### src/hw/rtl/tmpce_ram.sv
// ----------------------------------------------------------------------------
// tmpce_ram: generic simple dual-port ram
// one write port, one read port with registered read data
// ----------------------------------------------------------------------------
`default_nettype none

module tmpce_ram #(
	parameter int WIDTH = 8,
	parameter int DEPTH = 256
) (
	input  logic                     clk,
	input  logic                     we,
	input  logic [$clog2(DEPTH)-1:0] waddr,
	input  logic [WIDTH-1:0]         wdata,
	input  logic [$clog2(DEPTH)-1:0] raddr,
	output logic [WIDTH-1:0]         rdata
);

	logic [WIDTH-1:0] mem [DEPTH];

	always_ff @(posedge clk) begin
		if (we) begin
			mem[waddr] <= wdata;
		end
		rdata <= mem[raddr];
	end

endmodule

`default_nettype wire

### config.mk
export PLATFORM = sky130hd
export DESIGN_NAME = tmpce_ram
export DESIGN_NICKNAME = d
export VERILOG_FILES = /design/src/hw/rtl/tmpce_ram.sv
export SDC_FILE = /design/constraint.sdc
export NUM_CORES = 2
export LEC_CHECK = 0
export BUFFER_PORTS_ARGS = -buffer_cell sky130_fd_sc_hd__buf_2
export CORE_UTILIZATION = 46
export CTS_CLUSTER_SIZE = 28
export DETAILED_ROUTE_END_ITERATION = 7
export HOLD_SLACK_MARGIN = 0.15
export PLACE_DENSITY_LB_ADDON = 0.2
export SETUP_SLACK_MARGIN = 0.02
export SYNTH_ARGS = -nofsm -noshare
export SYNTH_HDL_FRONTEND = slang
export SYNTH_SLANG_ARGS = --single-unit
### constraint.sdc
create_clock -name clk -period 3 [get_ports clk]
set_input_delay 0.15 -clock clk [delete_from_list [all_inputs] [get_ports clk]]
set_output_delay 0.15 -clock clk [all_outputs]
set_load 0.05 [all_outputs]
==> impl_metrics.csv <==
group,metric,value,unit
clocking,htreeDepth,4,
worst_hold_path,hold_depth,5,
power,worst_ir_drop_vdd,616,uV
final_layout,fill_cells,13200,
clocking,clk_pin_slew,60,ps
worst_hold_path,holdPathEnd,"rdata[2]$_DFF_P_",
worst_hold_path,hold_class,"in -> reg",
setup_path,r2r_slack,90,ps
final_layout,nets,4311,
setup_path,critPathMaxStageDelay,830,ps
clocking,numCtsBuffers,200,
synthesis,synth_top_area_share,77.3,%
setup_path,path_cells,"mux4_2 > a22o_1 > a221oi_1 > buf_4 > o32ai_1 > nor3_1 > nor4_1",
setup_path,crit_family,"simple AND/OR/NAND/NOR gates",
setup_path,path_buf_inv,1,
final_layout,final_cells,6757,
placement,hpwl,129000,um
global_routing,grt_usage,23.2,%
clocking,clockBufferDepth,3,
detailed_routing,firstDrtPassIters,5,
global_routing,grt_first_pass_wirelength,290000,um
synthesis,synth_commonest_cells,"2048 x edfxtp_1, 454 x mux4_2, 282 x nor2_1",
placement,placed_cells,6374,
final_layout,fin_area,92500,um^2
sta,max_slew.worst_pin.slew,1420,ps
clocking,numClockSinks,2056,
detailed_routing,post_drt_via_cell_ratio,5.91,
synthesis,synthTopCellsByArea,"edfxtp_1 77%, mux4_2 13%, mux2i_1 1.7%",
detailed_routing,drtIter0Drc,4650,
global_routing,antenna_found_initial,5,
job,maxCapViolCount,0,
power,p_leak,29.6,nW
die,start_util,46.3,%
sta,hold_viol,0,
sta,skew,37.4,ps
synthesis,synthArstFlopShare,0,%
worst_hold_path,worstHoldStart,"raddr[5]",
placement,routabilityCongestion,0.860,
status,status,"finished clean",
detailed_routing,ant_nets,0,
detailed_routing,num_vias,40000,
synthesis,ys_ff_latch,2056,
synthesis,ys_seq_area_share,77.5,%
sta,drv_slew,0,
setup_path,critical_path_class,"reg -> reg",
synthesis,synth_area_leader_cell,"edfxtp_1",
synthesis,yosys_warnings,0,
sta,timing.final.crit_share,97.2,%
setup_path,cp.required,3680,ps
detailed_routing,drc,0,
synthesis,syn_avg_cell_area,21.3,um^2
sta,rsz0062_at_grt,"false",
clocking,tritoncts,"done",
clocking,cts_setup_buffers,0,
setup_path,reg2regPathDepth,7,
synthesis,ys_types,55,
die,die_area,175000,um^2
detailed_routing,wl_per_cell,29.7,um
synthesis,syn_inst,3733,
sta,min_period,2910,ps
synthesis,yosysMostFrequentCell,"edfxtp_1",
sta,relSlewSlack,4.55,%
sta,fmax,343,MHz
setup_path,rr_endpoint,"rdata[3]$_DFF_P_",
setup_path,reg2reg_from,"mem[208][3]$_DFFE_PP_",
final_layout,synthToLayoutAreaGrowth,16.3,%
die,ios,34,
synthesis,netlist_area,79600,um^2
placement,numPortBuffers,33,
setup_path,critPathSlowestCell,"nor3_1",
final_layout,drive_gt1_share,29.6,%
detailed_routing,totalWireLength,201000,um
sta,finalSetupViolCount,0,
die,fp.dieH,418,um
synthesis,synth-main-ff-cell,"edfxtp_1",
sta,fin_tns_setup,0,ps
setup_path,crit_fanout,1,
setup_path,critPathLaunchType,"flop",
synthesis,synth_edf_count,2048,
die,fp.dieW,418,um
setup_path,critPathCaptureType,"flop",
clocking,cts_root_buffer,"clkbuf_16",
global_routing,grt_max_degree,121,
global_routing,overflow,0,
die,rows,152,
die,core,172000,um^2
power,powerDensity,643,nW/um^2
placement,placed_area,86000,um^2
global_routing,grt_pass1_vias,40100,
synthesis,syn-num-nets,3759,
clocking,clock_latency,830,ps
setup_path,crit_arrival,3590,ps
setup_path,worst-path-stages,7,
==> cells in the final DEF (no fill, tap or decap), drive strengths merged, types with 19 or more instances in the layout <==
cell type | Yosys | final
a21oi | 96 | 96
a22oi | 133 | 133
buf | 122 | 564
clkbuf | 111 | 252
clkinv | 1 | 80
dlygate4sd3 | 0 | 19
edfxtp | 2048 | 2048
mux2i | 134 | 134
mux4 | 456 | 456
nand2 | 33 | 33
nand3 | 34 | 34
nor2 | 282 | 282
nor2b | 31 | 31
nor3 | 22 | 22
nor4 | 27 | 27
o221ai | 47 | 47
o22ai | 28 | 28
==> cell type report <==
cell class	instances	area [um^2]	area share [%]
clock inverters	111	1020	1.10
repair buffers	583	5080	5.50
flip-flops and latches	2056	61700	66.6
diodes	1	2.50	0.00270
clock buffers	252	5330	5.76
multi-input cells	1442	16500	17.9
well taps	2310	2890	3.12
inverters	2	7.51	0.00811
==> flip-flops by register name, indices dropped and copies added (netlist names) <==
register  count
mem        2048
rdata         8
==> metal layers <==
metal  vias to the layer above  global-route usage [%]  routed length (um)
met4                         2                    6.74                5650
met3                       311                    3.64               13300
met5                         -                       0                  13
met2                      1494                    37.1               97200
met1                     21400                    33.3               84500
li1                      16800                       -                   -
==> how the worst max path moves through the flow <==
stage / start / endpoint / slack [ps]
2_1_floorplan: raddr[0] / rdata[2]$_DFF_P_ / 910
3_3_place_gp: raddr[0] / rdata[4]$_DFF_P_ / -560
3_5_place_dp: raddr[0] / rdata[4]$_DFF_P_ / -560
4_1_cts: mem[83][5]$_DFFE_PP_ / rdata[5]$_DFF_P_ / 40
5_1_grt: mem[208][3]$_DFFE_PP_ / rdata[3]$_DFF_P_ / 90
6_report: mem[208][3]$_DFFE_PP_ / rdata[3]$_DFF_P_ / 90
==> through the flow <==
step	setup slack (ps)	utilization (%)	hold slack [ps]	total power, mW
after floorplan	912	-	249	33.9
after global placement	-561	50.1	639	35.5
after detailed placement	-562	50.1	653	35.5
after CTS	36.5	53.9	203	59.9
after global routing	85.1	53.9	262	61.1
final	85.1	53.9	246	59.5
==> timing repair <==
item / CTS / global route
gates cloned: 0 / 0
hold buffers: 19 / 0
pin swaps: 0 / 0
endpoints found under the hold margin: 1621 / 0
resized for setup: 3 / 1
endpoints found under the setup margin: 3 / 1
==> worst min-delay path, cell delays in order <==
cell and delay [ps]:
buf_2 170, buf_12 220, a2111oi_0 150, nor3_1 230
nor4_2 80
==> report_power, final <==
part	total (mW)	internal (mW)	switching (mW)
clock	24.6	14.1	10.5
combinational	3.19	1.18	2.01
sequential	31.7	31.7	0.0635
==> kinds of logic (layout without fill, tap and decap cells) <==
kind of cell | Yosys count | count (layout) | share of synthesized area, %
AOI/OAI and AO/OA | 385 | 385 | 3.42
buffers and inverters | 235 | 948 | 1.83
DFF | 2056 | 2056 | 77.5
muxes | 591 | 591 | 14.6
other | 0 | 1 | 0
and+or+nand+nor | 466 | 466 | 2.63
Power figures use the tool's default switching activity.
